==> src/mpq_pkg.sv <==
// ----------------------------------------------------------------------------
// mpq_pkg
// Shared types and constants for the max priority queue: operation codes,
// result status codes, the per-cell entry and the control word that the top
// level broadcasts to every cell of the chain.
// ----------------------------------------------------------------------------
package mpq_pkg;

   localparam int DataWidth   = 32;
   localparam int StatusWidth = 2;

   // Operation encoding of the request's func field.
   localparam logic FUNC_INSERT = 1'b0;
   localparam logic FUNC_REMOVE = 1'b1;

   typedef enum logic [StatusWidth-1:0] {
      ST_INSERTED  = 2'd0,
      ST_OVERFLOW  = 2'd1,
      ST_REMOVED   = 2'd2,
      ST_UNDERFLOW = 2'd3
   } status_type;

   typedef enum logic [1:0] {
      CMD_HOLD   = 2'd0,
      CMD_INSERT = 2'd1,
      CMD_REMOVE = 2'd2
   } cmd_type;

   typedef struct packed {
      logic                        valid;
      logic signed [DataWidth-1:0] data;
      logic signed [DataWidth-1:0] prio;
   } entry_type;

   typedef struct packed {
      cmd_type                     cmd;
      logic signed [DataWidth-1:0] new_data;
      logic signed [DataWidth-1:0] new_prio;
   } cell_ctrl_type;

   // Largest signed priority; stands in front of the head cell so that
   // nothing is ever pushed into the head from the left.
   localparam logic signed [DataWidth-1:0] PrioMax = {1'b0, {(DataWidth-1){1'b1}}};

endpackage

==> src/mpq_cell.sv <==
// ----------------------------------------------------------------------------
// mpq_cell
// One place of the sorted chain. It holds a single entry and, on each
// command, keeps it, takes the broadcast new entry, takes its left
// neighbor's entry (insert shifts right) or its right neighbor's (remove
// shifts left).
// ----------------------------------------------------------------------------
module mpq_cell (
   input  logic                  clock,
   input  logic                  reset,
   input  mpq_pkg::cell_ctrl_type ctrl,
   input  mpq_pkg::entry_type     left_entry,
   input  mpq_pkg::entry_type     right_entry,
   output mpq_pkg::entry_type     own_entry
);
   import mpq_pkg::*;

   logic                        valid_ff, valid_in;
   logic signed [DataWidth-1:0] data_ff, data_in;
   logic signed [DataWidth-1:0] prio_ff, prio_in;
   logic                        left_moves;
   logic                        own_less;

   // The left neighbor is displaced when the new priority beats it strictly;
   // equal priorities stay ahead so arrival order is kept among ties.
   assign left_moves = left_entry.valid && (left_entry.prio < ctrl.new_prio);
   assign own_less   = !valid_ff || (prio_ff < ctrl.new_prio);

   always_comb begin
      valid_in = valid_ff;
      data_in  = data_ff;
      prio_in  = prio_ff;
      unique case (ctrl.cmd)
         CMD_INSERT: begin
            if (left_moves) begin
               valid_in = 1'b1;
               data_in  = left_entry.data;
               prio_in  = left_entry.prio;
            end else if (own_less && left_entry.valid) begin
               valid_in = 1'b1;
               data_in  = ctrl.new_data;
               prio_in  = ctrl.new_prio;
            end
         end
         CMD_REMOVE: begin
            valid_in = right_entry.valid;
            data_in  = right_entry.data;
            prio_in  = right_entry.prio;
         end
         CMD_HOLD: begin
         end
         default: begin
         end
      endcase
   end

   always_ff @(posedge clock) begin
      if (reset) begin
         valid_ff <= 1'b0;
      end else begin
         valid_ff <= valid_in;
      end
   end

   always_ff @(posedge clock) begin
      data_ff <= data_in;
      prio_ff <= prio_in;
   end

   assign own_entry.valid = valid_ff;
   assign own_entry.data  = data_ff;
   assign own_entry.prio  = prio_ff;

endmodule

==> config.mk <==
export PLATFORM = sky130hd
export DESIGN_NAME = mpq_cell
export DESIGN_NICKNAME = d
export VERILOG_FILES = /design/src/mpq_pkg.sv /design/src/mpq_cell.sv
export SDC_FILE = /design/constraint.sdc
export NUM_CORES = 1
export LEC_CHECK = 0
export BUFFER_PORTS_ARGS = -buffer_cell sky130_fd_sc_hd__buf_2
export CORE_ASPECT_RATIO = 0.75
export CORE_MARGIN = 1.5
export CORE_UTILIZATION = 45
export CTS_CLUSTER_SIZE = 12
export DETAILED_ROUTE_END_ITERATION = 10
export PLACE_DENSITY_LB_ADDON = 0.25
export REMOVE_ABC_BUFFERS = 1
export SYNTH_ARGS = -nofsm -noshare
export SYNTH_HDL_FRONTEND = slang
export SYNTH_SLANG_ARGS = --single-unit
==> constraint.sdc <==
create_clock -name clock -period 8.4 [get_ports clock]
set_input_delay 1.26 -clock clock [delete_from_list [all_inputs] [get_ports clock]]
set_output_delay 1.26 -clock clock [all_outputs]
set_load 0.005 [all_outputs]
# After elaboration in Yosys (flattened, before gate mapping)
# Index checks and enable logic that the tools add are counted.
dict set report classes {
  n_mux 9
  n_lt_le_gt_ge 2
  n_reduce_logical 6
  n_eq_ne 3
}
# operator count
set op_table {}
lappend op_table {{$mux W32} 4}
lappend op_table {{$pmux W32 S2} 2}
lappend op_table {{$lt A32 B32 Y1} 2}
lappend op_table {{$ne A3 B3 Y1 const B} 1}
lappend op_table {{$eq A2 B1 Y1 const B} 1}
lappend op_table {{$eq A2 B2 Y1 const B} 1}
lappend op_table {{$logic_and A1 B1 Y1} 2}
lappend op_table {{$mux W1} 2}
lappend op_table {{$pmux W1 S2} 1}
lappend op_table {{$reduce_and A2 Y1} 1}
lappend op_table {{$reduce_bool A2 Y1} 1}
lappend op_table {{$logic_not A1 Y1} 1}
lappend op_table {{$logic_or A1 B1 Y1} 1}
dict set report totals {
  elab_cells 23
  out_inout_bits 65
  ff_bits 65
}

# Logic depth before layout (Yosys ltp)
# Gate-level depths: netlist of the first run.
dict set report depth {
  depth_word 6
  mapped_depth 11
  depth_no_buf 9
}

# Worst setup path before layout of the first run
# No wires, ideal clock.
dict set report synth_path {
  kind {input -> register}
  start {input port ctrl[31] (netlist name)}
  end {register data_ff[0], enable pin}
  arrival_ns 6.208
  required_time_ns 7.884
  setup_time_ns 0.516
  setup_slack_ns 1.675
  path_stages 10
  path_cell_list {inv_1 ha_1 nand4_2 nor3_1 a211oi_2 nand4b_1 o22a_2 clkbuf_2 nand2_1 a2bb2oi_1}
}
dict set report synth_via {
  elab_chain_cells 5
}
# element line_no
set synth_lines {}
lappend synth_lines {{start, declared} mpq_cell.sv:11} ;# input mpq_pkg::cell_ctrl_type ctrl,
lappend synth_lines {{$lt A32 B32 Y1} mpq_cell.sv:27} ;# assign own_less = !valid_ff || (prio_ff < ctrl.new_prio);
lappend synth_lines {{$logic_or A1 B1 Y1} mpq_cell.sv:27}
lappend synth_lines {{$logic_and A1 B1 Y1} mpq_cell.sv:39} ;# end else if (own_less && left_entry.valid) begin
lappend synth_lines {{$ne A3 B3 Y1 (no line) *} n/a}
lappend synth_lines {{$reduce_and A2 Y1 (no line) *} n/a}
lappend synth_lines {{end signal, assigned} mpq_cell.sv:66} ;# data_ff <= data_in;
lappend synth_lines {{end, declared} mpq_cell.sv:19} ;# logic signed [DataWidth-1:0] data_ff, data_in;
# Mark *: on every way between the ends. The rest lies on a longest branch, timed or not.
# A chain may end at the register's enable or synchronous reset.

# Worst setup path after layout of the first run
dict set report layout_path {
  start {input port ctrl[31] (netlist name)}
  end {register prio_ff[26], enable pin}
}
dict set report layout_via {
  elab_chain_cells 5
}
# element line_no
set layout_lines {}
lappend layout_lines {{$lt A32 B32 Y1} mpq_cell.sv:27}
lappend layout_lines {{$logic_or A1 B1 Y1} mpq_cell.sv:27}
lappend layout_lines {{$logic_and A1 B1 Y1} mpq_cell.sv:39}
lappend layout_lines {{$ne A3 B3 Y1 (no line) *} n/a}
lappend layout_lines {{$reduce_and A2 Y1 (no line) *} n/a}
lappend layout_lines {{end signal, assigned} mpq_cell.sv:67} ;# prio_ff <= prio_in;
lappend layout_lines {{end, declared} mpq_cell.sv:20} ;# logic signed [DataWidth-1:0] prio_ff, prio_in;
# Marks and branches as above.

==> run summary, run 1 <==
The flow ran to the end, and the final reports show no timing, DRC or antenna violations. The clock edge transition at the registers on the reported setup and hold paths was 50 ps. Of all nets on the critical path, the largest fanout is 43.

TritonCTS built the clock tree. From left edge to right edge, the die measures 125 um. The die outline area was 0.0117 mm^2; the ratio of cells with drive above 1 in the final layout was 36.4%. The kind of capture point of the worst setup path is a flip-flop. The library cell used most frequently in the layout, excluding fill and tap cells, is buf_2. In this run, placement finished with an instance count of 927. Setup total negative slack on the finished layout was measured at 0 ps. Across every metal layer, demand over resource in global routing totals 26.0%.

The logs give 314 uW for the net switching component of the power and 15700 um for the routed wire length. The initial utilization of the core area, before any placement, comes to 45.9%. The core region area is 0.0109 mm^2, and the H-tree level count is 3. The category of the most critical setup path is in -> reg. For the number of buffers inserted for hold repair after clock tree synthesis, the log shows 0. The CTS sink count is 65, and the share of the synthesized area in compound gates (AO/OA/AOI/OAI) is 21.9%. After the last flow step, the layout net total stands at 1058. Number of distinct library cell variants in the gate-level netlist after synthesis: 41.

The number of buffers inserted by post-CTS setup repair came out at 0. For this design, the slowest cell found on the critical path is a2bb2oi_4. For this block, the via count after detailed routing is 5375. Relative to the synthesized area, the layout overhead comes to 32.6%. In the final routed layout, each cell accounts on average for 16.7 um. In this run the tool buffered the top-level ports with 262 buffer cells.

The final clock period utilization by the worst path is 51.8%, and the count of flip-flops with a built-in enable after synthesis is 64. Counting along the longest clock path gives a buffer depth of 2. The switching part of the total came out at 28.8%. Across the routed clock network, the largest skew measured is 5.59 ps. Cells fill 60.9% of the core in the end.

The average instance in the mapped netlist occupies 8.89 um^2. For this run, the number of Yosys warnings is 0. In the layout the commonest cells are 262 x buf_2, 73 x nor2_1, 66 x nand3_1.

The vertical extent of the die works out to 94.2 um. The logs give 0 for the remaining antenna violation count after routing and 0.00499 mm^2 for the total standard cell area after synthesis. The run gives 0 as the number of max-cap violations.

For this block, the initial DRC count from the detailed router was 314. Flip-flop and latch count after synthesis: 65. The analysis attributes to cell leakage a power of 0.00306 uW. Synthesized instance count: 561. Combinational logic is responsible for 26.2% of the overall power. Routability-driven placement finished with a final weighted congestion of 0.938. The tools report the via count of the first global-routing pass as 4978. The signal on the critical path passes through buf_2 > inv_1 > ha_1 > nand4_2 > nor3_1 > a211oi_2 > nand4b_1 > o22a_2 > nand2_1 > a2bb2oi_4 > buf_4. Path category of the worst min-delay check: reg -> reg.

The number of cell rows came out at 33. After Yosys synthesis, XOR and XNOR cells account for 0% of the synthesized area. The detailed placer's ending HPWL was 11200 um.

The fraction of synthesis flops using an asynchronous set or reset pin was 0%. The maximum number of pins on one net before global-route repair is 85, and the final critical path time including I/O delays and setup is 4350 ps. The worst setup path is launched from an input port. The biggest area contributor in the post-synthesis netlist is edfxtp_1. Post-synthesis share of cell area spent on and, or, nand and nor gates: 16.4%. The tools report the number of pins with negative max-slew slack in the final report as 0. The first global-routing pass estimated 24300 um of wire. The most instantiated flip-flop cell in the synthesis netlist was edfxtp_1.

Dividing the detail-routed via count by the number of cells gives 5.70. The hold violation count in the final report is 0. The root buffer cell chosen for the clock tree is clkbuf_16. IR analysis of the VDD net gives a maximum drop of 90.4 uV. The adder-cell share of the synthesized area is 15.5%.

The tools report the number of buffers added by the clock tree synthesis step as 9. 0 antenna diodes ended up in the layout. The logs give 943 for the post-layout instance count excluding filler cells and 1 for the initial antenna violation count.

For this run the aggregate overflow at the end of global routing stands at 0. The tools report the tightest slew margin relative to the limit as 21.0%. Measured against the total synthesized area, the mux share comes to 0%. The slew of the pin with the lowest slew margin was 1180 ps; the maximum cell stage delay along the critical path was 620 ps.

The run gives 230 MHz as the maximum clock rate. Clock latency on the worst-skew pair, taken at its later pin, is 320 ps. The run gives 38.9% as the sequential element share of the synthesized area.

STA puts the critical path data arrival time at 4310 ps. Setup violations remaining at the end of the flow were counted as 0. The tools report the final critical-path setup slack as 4050 ps.

Ranked by total cell area, the synthesized netlist is headed by edfxtp_1 39%, ha_1 16%, a31oi_1 8.1%, nand3_1 6.6%, nor2_1 5.5%. Prior to clock tree synthesis, the placed netlist has a worst setup slack of 3730 ps. The pre-antenna-repair detailed-routing pass consisted of 5 iterations. Setup repair after global routing left no endpoint under its margin. The tools report the top-level port count as 263. At the worst endpoint, the required time is 8360 ps. Of the total power, the clock network draws 36.2%.

Power spread over the standard cell area amounts to 165 mW/mm^2. In the routed design, unresolved DRC markers number 0. By area, the combinational part of the netlist is dominated by compound AO/OA/AOI/OAI gates. For the post-cts repair resize count, the log shows 0. The top-area cell type share of the netlist area is 38.5%. The internal portion of the total power is 776 uW.

Of the total power, registers draw 37.6%.
-- cell families after synthesis --
group / Yosys count
AND/OR/NAND/NOR: 177
buffers and inverters: 75
AO/OA/AOI/OAI: 182
adder cells (fa/ha/maj): 62
flip-flops: 65
-- critical path: cells and delay by family --
kind | cells | cell delay [ps]
fa+ha+maj | 1 | 390
simple gates | 4 | 620
buf+inv | 3 | 730
compound gates | 3 | 1250
-- sequential cells by signal, summed over array words and instances (netlist names) --
name,count
valid_ff,1
data_ff,32
prio_ff,32
-- final timing paths --
kind	cells past startpoint	slack [ps]	to	from
worst min register to register	2	510	valid_ff$_SDFFE_PP0P_	valid_ff$_SDFFE_PP0P_
worst min-delay path	2	510	valid_ff$_SDFFE_PP0P_	valid_ff$_SDFFE_PP0P_
worst max register to register	9	4830	prio_ff[26]$_DFFE_PP_	prio_ff[21]$_DFFE_PP_
worst max-delay path	11	4050	prio_ff[26]$_DFFE_PP_	ctrl[31]
-- per-stage QoR --
stage | hold WS (ps) | instance area, um^2 | power, uW
3_3_place_gp | 486 | 6310 | 690
3_5_place_dp | 498 | 6310 | 701
2_1_floorplan | 473 | 4760 | 567
5_1_grt | 549 | 6620 | 1150
4_1_cts | 506 | 6620 | 1100
6_report | 506 | 6620 | 1090
-- Yosys cell counts (2+ instances only) --
master      n
a21o_1      7
a21oi_1    23
a2bb2oi_1   3
a31oi_1    65
buf_2       8
buf_4       3
buf_6       3
buf_8       3
clkbuf_1   23
edfxtp_1   64
ha_1       62
inv_1      33
nand2_1    16
nand2b_1    3
nand3_1    66
nand3b_1    2
nand4_1     9
nor2_1     73
nor3_1      3
o21a_1      2
o21ai_0    21
o21ai_1    50
-- area by class of cell --
class                      count  area (um^2)
clock buffer                  10          229
multi-input combinational    421         2710
timing repair buffer         267         1350
inverter                      34          128
sequential                    65         1940
tap                          140          175
clock inverter                 6         82.6
fill                         990         4240
-- power groups by stage --
stage | Sequential, uW | Clock [uW] | Combinational (uW)
after floorplan | 421 | 0 | 146
after global placement | 415 | 0 | 275
after detailed placement | 415 | 0 | 285
after CTS | 409 | 404 | 286
after global routing | 412 | 414 | 319
final | 410 | 394 | 286
-- routing by layer --
metal | part of all wire [%] | track usage (%)
met1 | 41 | 32.9
met2 | 48 | 43.9
met3 | 9.3 | 7.00
met4 | 1.5 | 7.28
met5 | 0.064 | 0
No activity file was read; power rests on OpenSTA's default activity.
==> inputs of run 2 (changes only) <==
==> constraint.sdc (replaced) <==
create_clock -name clock -period 4.5 [get_ports clock]
set_input_delay 0.675 -clock clock [delete_from_list [all_inputs] [get_ports clock]]
set_output_delay 0.675 -clock clock [all_outputs]
set_load 0.005 [all_outputs]
==> run summary, run 2 (same netlist as run 1, synthesis figures left out) <==
Global-route track usage on met3: 7.23% (+0.23 points). The post-placement setup slack was 1020 ps (-2700 ps). The final critical path takes up 71.8% of the cycle. Final critical path time including I/O delays and setup: 3230 ps.

The tools report the total power as 2120 uW (+94%). Walking the worst path, the cells encountered are buf_2 > inv_1 > ha_1 > nand4_2 > nor3_1 > a211oi_2 > nand4b_1 > o22ai_4 > buf_4 > nand3_1 > a31oi_1. Static timing analysis puts the maximum clock frequency at 309 MHz. The slew of the pin with the lowest slew margin is 1200 ps (+11.9 ps), and the tightest slew margin relative to the limit is 20.2% (-0.79 points).

The detailed placer's ending HPWL came out at 11700 um (+4.0%). The total leakage power is 0.00309 uW (+0.81%). The cell area power density came out at 317 mW/mm^2 (+92%).

The logs give 0.0109 mm^2 (unchanged) for the core region area and 604 uW (+92%) for the net switching component of the power. Latest clock arrival within the worst-skew pair: 330 ps (about the same). The number of cell rows is 33 (unchanged). TritonCTS built the clock tree. The CTS sink count is 65 (unchanged).

For the final critical-path setup slack, the log shows 1270 ps (-2780 ps). For the met2 usage, the log shows 48.3% (+4.4 points). For the starting utilization of the core area, the log shows 45.9% (unchanged). The number of max-cap violations is 0 (unchanged), and the remaining antenna violation count after routing is 0 (unchanged). The post-cts repair resize count came out at 0 (unchanged). The routed wire length was 16200 um (+3.0%).

The initial antenna violation count came out at 2 (+1). The ratio of routed vias to standard cells was 5.73 (+0.49%). Setup repair after global routing left no endpoint under its margin.

The run finished with clean final reports. The number of buffers added by the clock tree synthesis step is 9 (unchanged), and the total DRC errors in the routed layout is 0 (unchanged). The largest individual stage delay along the critical path comes from the cell buf_4. The die outline area was 0.0117 mm^2 (unchanged). The first-pass GRT wire length is 25100 um (+3.4%).

The via count was 5413 (+0.71%); the design internal power was 1510 uW (+95%). The largest registers in the layout are data_ff (32), prio_ff (32), valid_ff (1). The clock edge transition at the registers on the reported setup and hold paths works out to 60 ps (about the same). By startpoint and endpoint, the worst setup path is classified as in -> reg. Leaving out fill and tap cells, the most frequent cells in the layout are 262 x buf_2, 73 x nor2_1, 66 x nand3_1.

The met1 routing resource usage after global routing came out at 32.0% (-0.95 points). The logs give 27.0% (+1.0 points) for the global-route total usage across every layer and 0.902 (-3.8%) for the placer's final routability congestion estimate. Sequential share of power: 36.1% (-1.5 points).

The routed wirelength normalized by instance count works out to 17.1 um (+2.7%). For the clock power share, the log shows 38.4% (+2.2 points). The run gives 25.5% (-0.7 points) as the combinational share of power. The number of failing setup endpoints in the final timing report came out at 0 (unchanged). The total iterations of the first detailed-routing run came out at 5 (unchanged). The synthesis-to-layout area growth was 33.8%. The number of pins with negative max-slew slack in the final report was 0 (unchanged); the vertical extent of the die was 94.2 um (unchanged). The peak supply drop was 226 uV (+150%); the arrival time of the worst setup path was 3390 ps (-920 ps).

The logs give 5173 (+3.9%) for the via count of the first global-routing pass and 0 (unchanged) for the hold violation count in the final report. STA classifies the critical path startpoint as an input port. The ratio of cells with drive above 1 in the final layout works out to 36.5% (+0.16 points). The data required time of the critical path was 4660 ps (-3700 ps); the count of antenna diodes in the layout was 0 (unchanged). Number of DRC markers in iteration 0: 316 (+0.64%). The path category of the worst min-delay check is in -> reg. The deepest clock path buffer count came out at 2 (unchanged). The maximum number of pins on one net before global-route repair came out at 87 (+2.4%).

Kind of capture point of the worst setup path: a flip-flop. Die span in x: 125 um (unchanged). Switching part of the total: 28.5% (-0.26 points). The run gives 0 (unchanged) as the total global routing overflow. In this run the clock root is driven by a clkbuf_16.

The run gives 982 (-0.81%) as the fill cell instance count of the final layout. For the top-level port count, the log shows 263 (unchanged). The maximum fanout along the worst path was 33 (-23%); the H-tree level count was 3 (unchanged). The number of buffers inserted by port buffering was 262 (unchanged); the number of buffers inserted for hold repair after clock tree synthesis was 0 (unchanged).

The run gives 7.09 ps (+1.50 ps) as the clock tree skew after final layout. The layer carrying the most global-route usage was met2. Leading cell type in the layout, fill and taps excluded: buf_2.

The tools report the fraction of the core area covered by cells at the end of the flow as 61.5% (+0.55 points). The number of buffers inserted by post-CTS setup repair is 0 (unchanged). The number of nets in the finished design was 1060 (+0.19%); the maximum cell stage delay along the critical path was 460 ps (-160 ps).
==> run 2: worst paths after layout <==
kind	slack, ps	cells after the start	end	startpoint
setup reg to reg	1500	9	data_ff[15]$_DFFE_PP_	prio_ff[21]$_DFFE_PP_
hold reg to reg	520	2	valid_ff$_SDFFE_PP0P_	valid_ff$_SDFFE_PP0P_
hold / removal	500	2	valid_ff$_SDFFE_PP0P_	reset
setup / recovery	1270	11	data_ff[16]$_DFFE_PP_	ctrl[31]
==> run 2: power by group through the flow <==
stage               Combinational, uW  Sequential [uW]  Clock, uW
floorplan                         273              786          0
detailed placement                537              776          0
finish                            540              765        812
global route                      605              769        848
global placement                  520              775          0
CTS                               540              765        824
==> run 2: through the flow <==
step                      area (um^2)  setup TNS [ps]  hold WS (ps)  cells
after CTS                        6680               0           488    945
after global placement           6330               0           485    929
final                            6680               0           499    945
after floorplan                  4760         -148290           473    520
after global routing             6680               0           487    945
after detailed placement         6330               0           504    929
==> run 2: per-layer routing <==
metal	part of all wire, %	vias to the layer above	wire (um)
met2	49	258	7990
met5	0.062	-	10
met4	1.5	2	238
met1	41	2532	6590
met3	8.4	28	1350
li1	-	2593	-
==> run 2: area by class of cell <==
cell class	instances	area [um^2]	area share (%)
tap	140	175	2.62
multi-input combinational	421	2710	40.6
sequential	65	1940	29.1
inverter	34	128	1.91
clock inverter	7	119	1.78
timing repair buffer	269	1380	20.6
clock buffer	9	225	3.37
==> run 2: worst max-delay path, delay by kind of cell <==
kind                     cells  cell delay (ps)
adder cells (fa/ha/maj)      1              390
buffers and inverters        3              590
AND/OR/NAND/NOR              4              630
AO/OA/AOI/OAI                3             1080
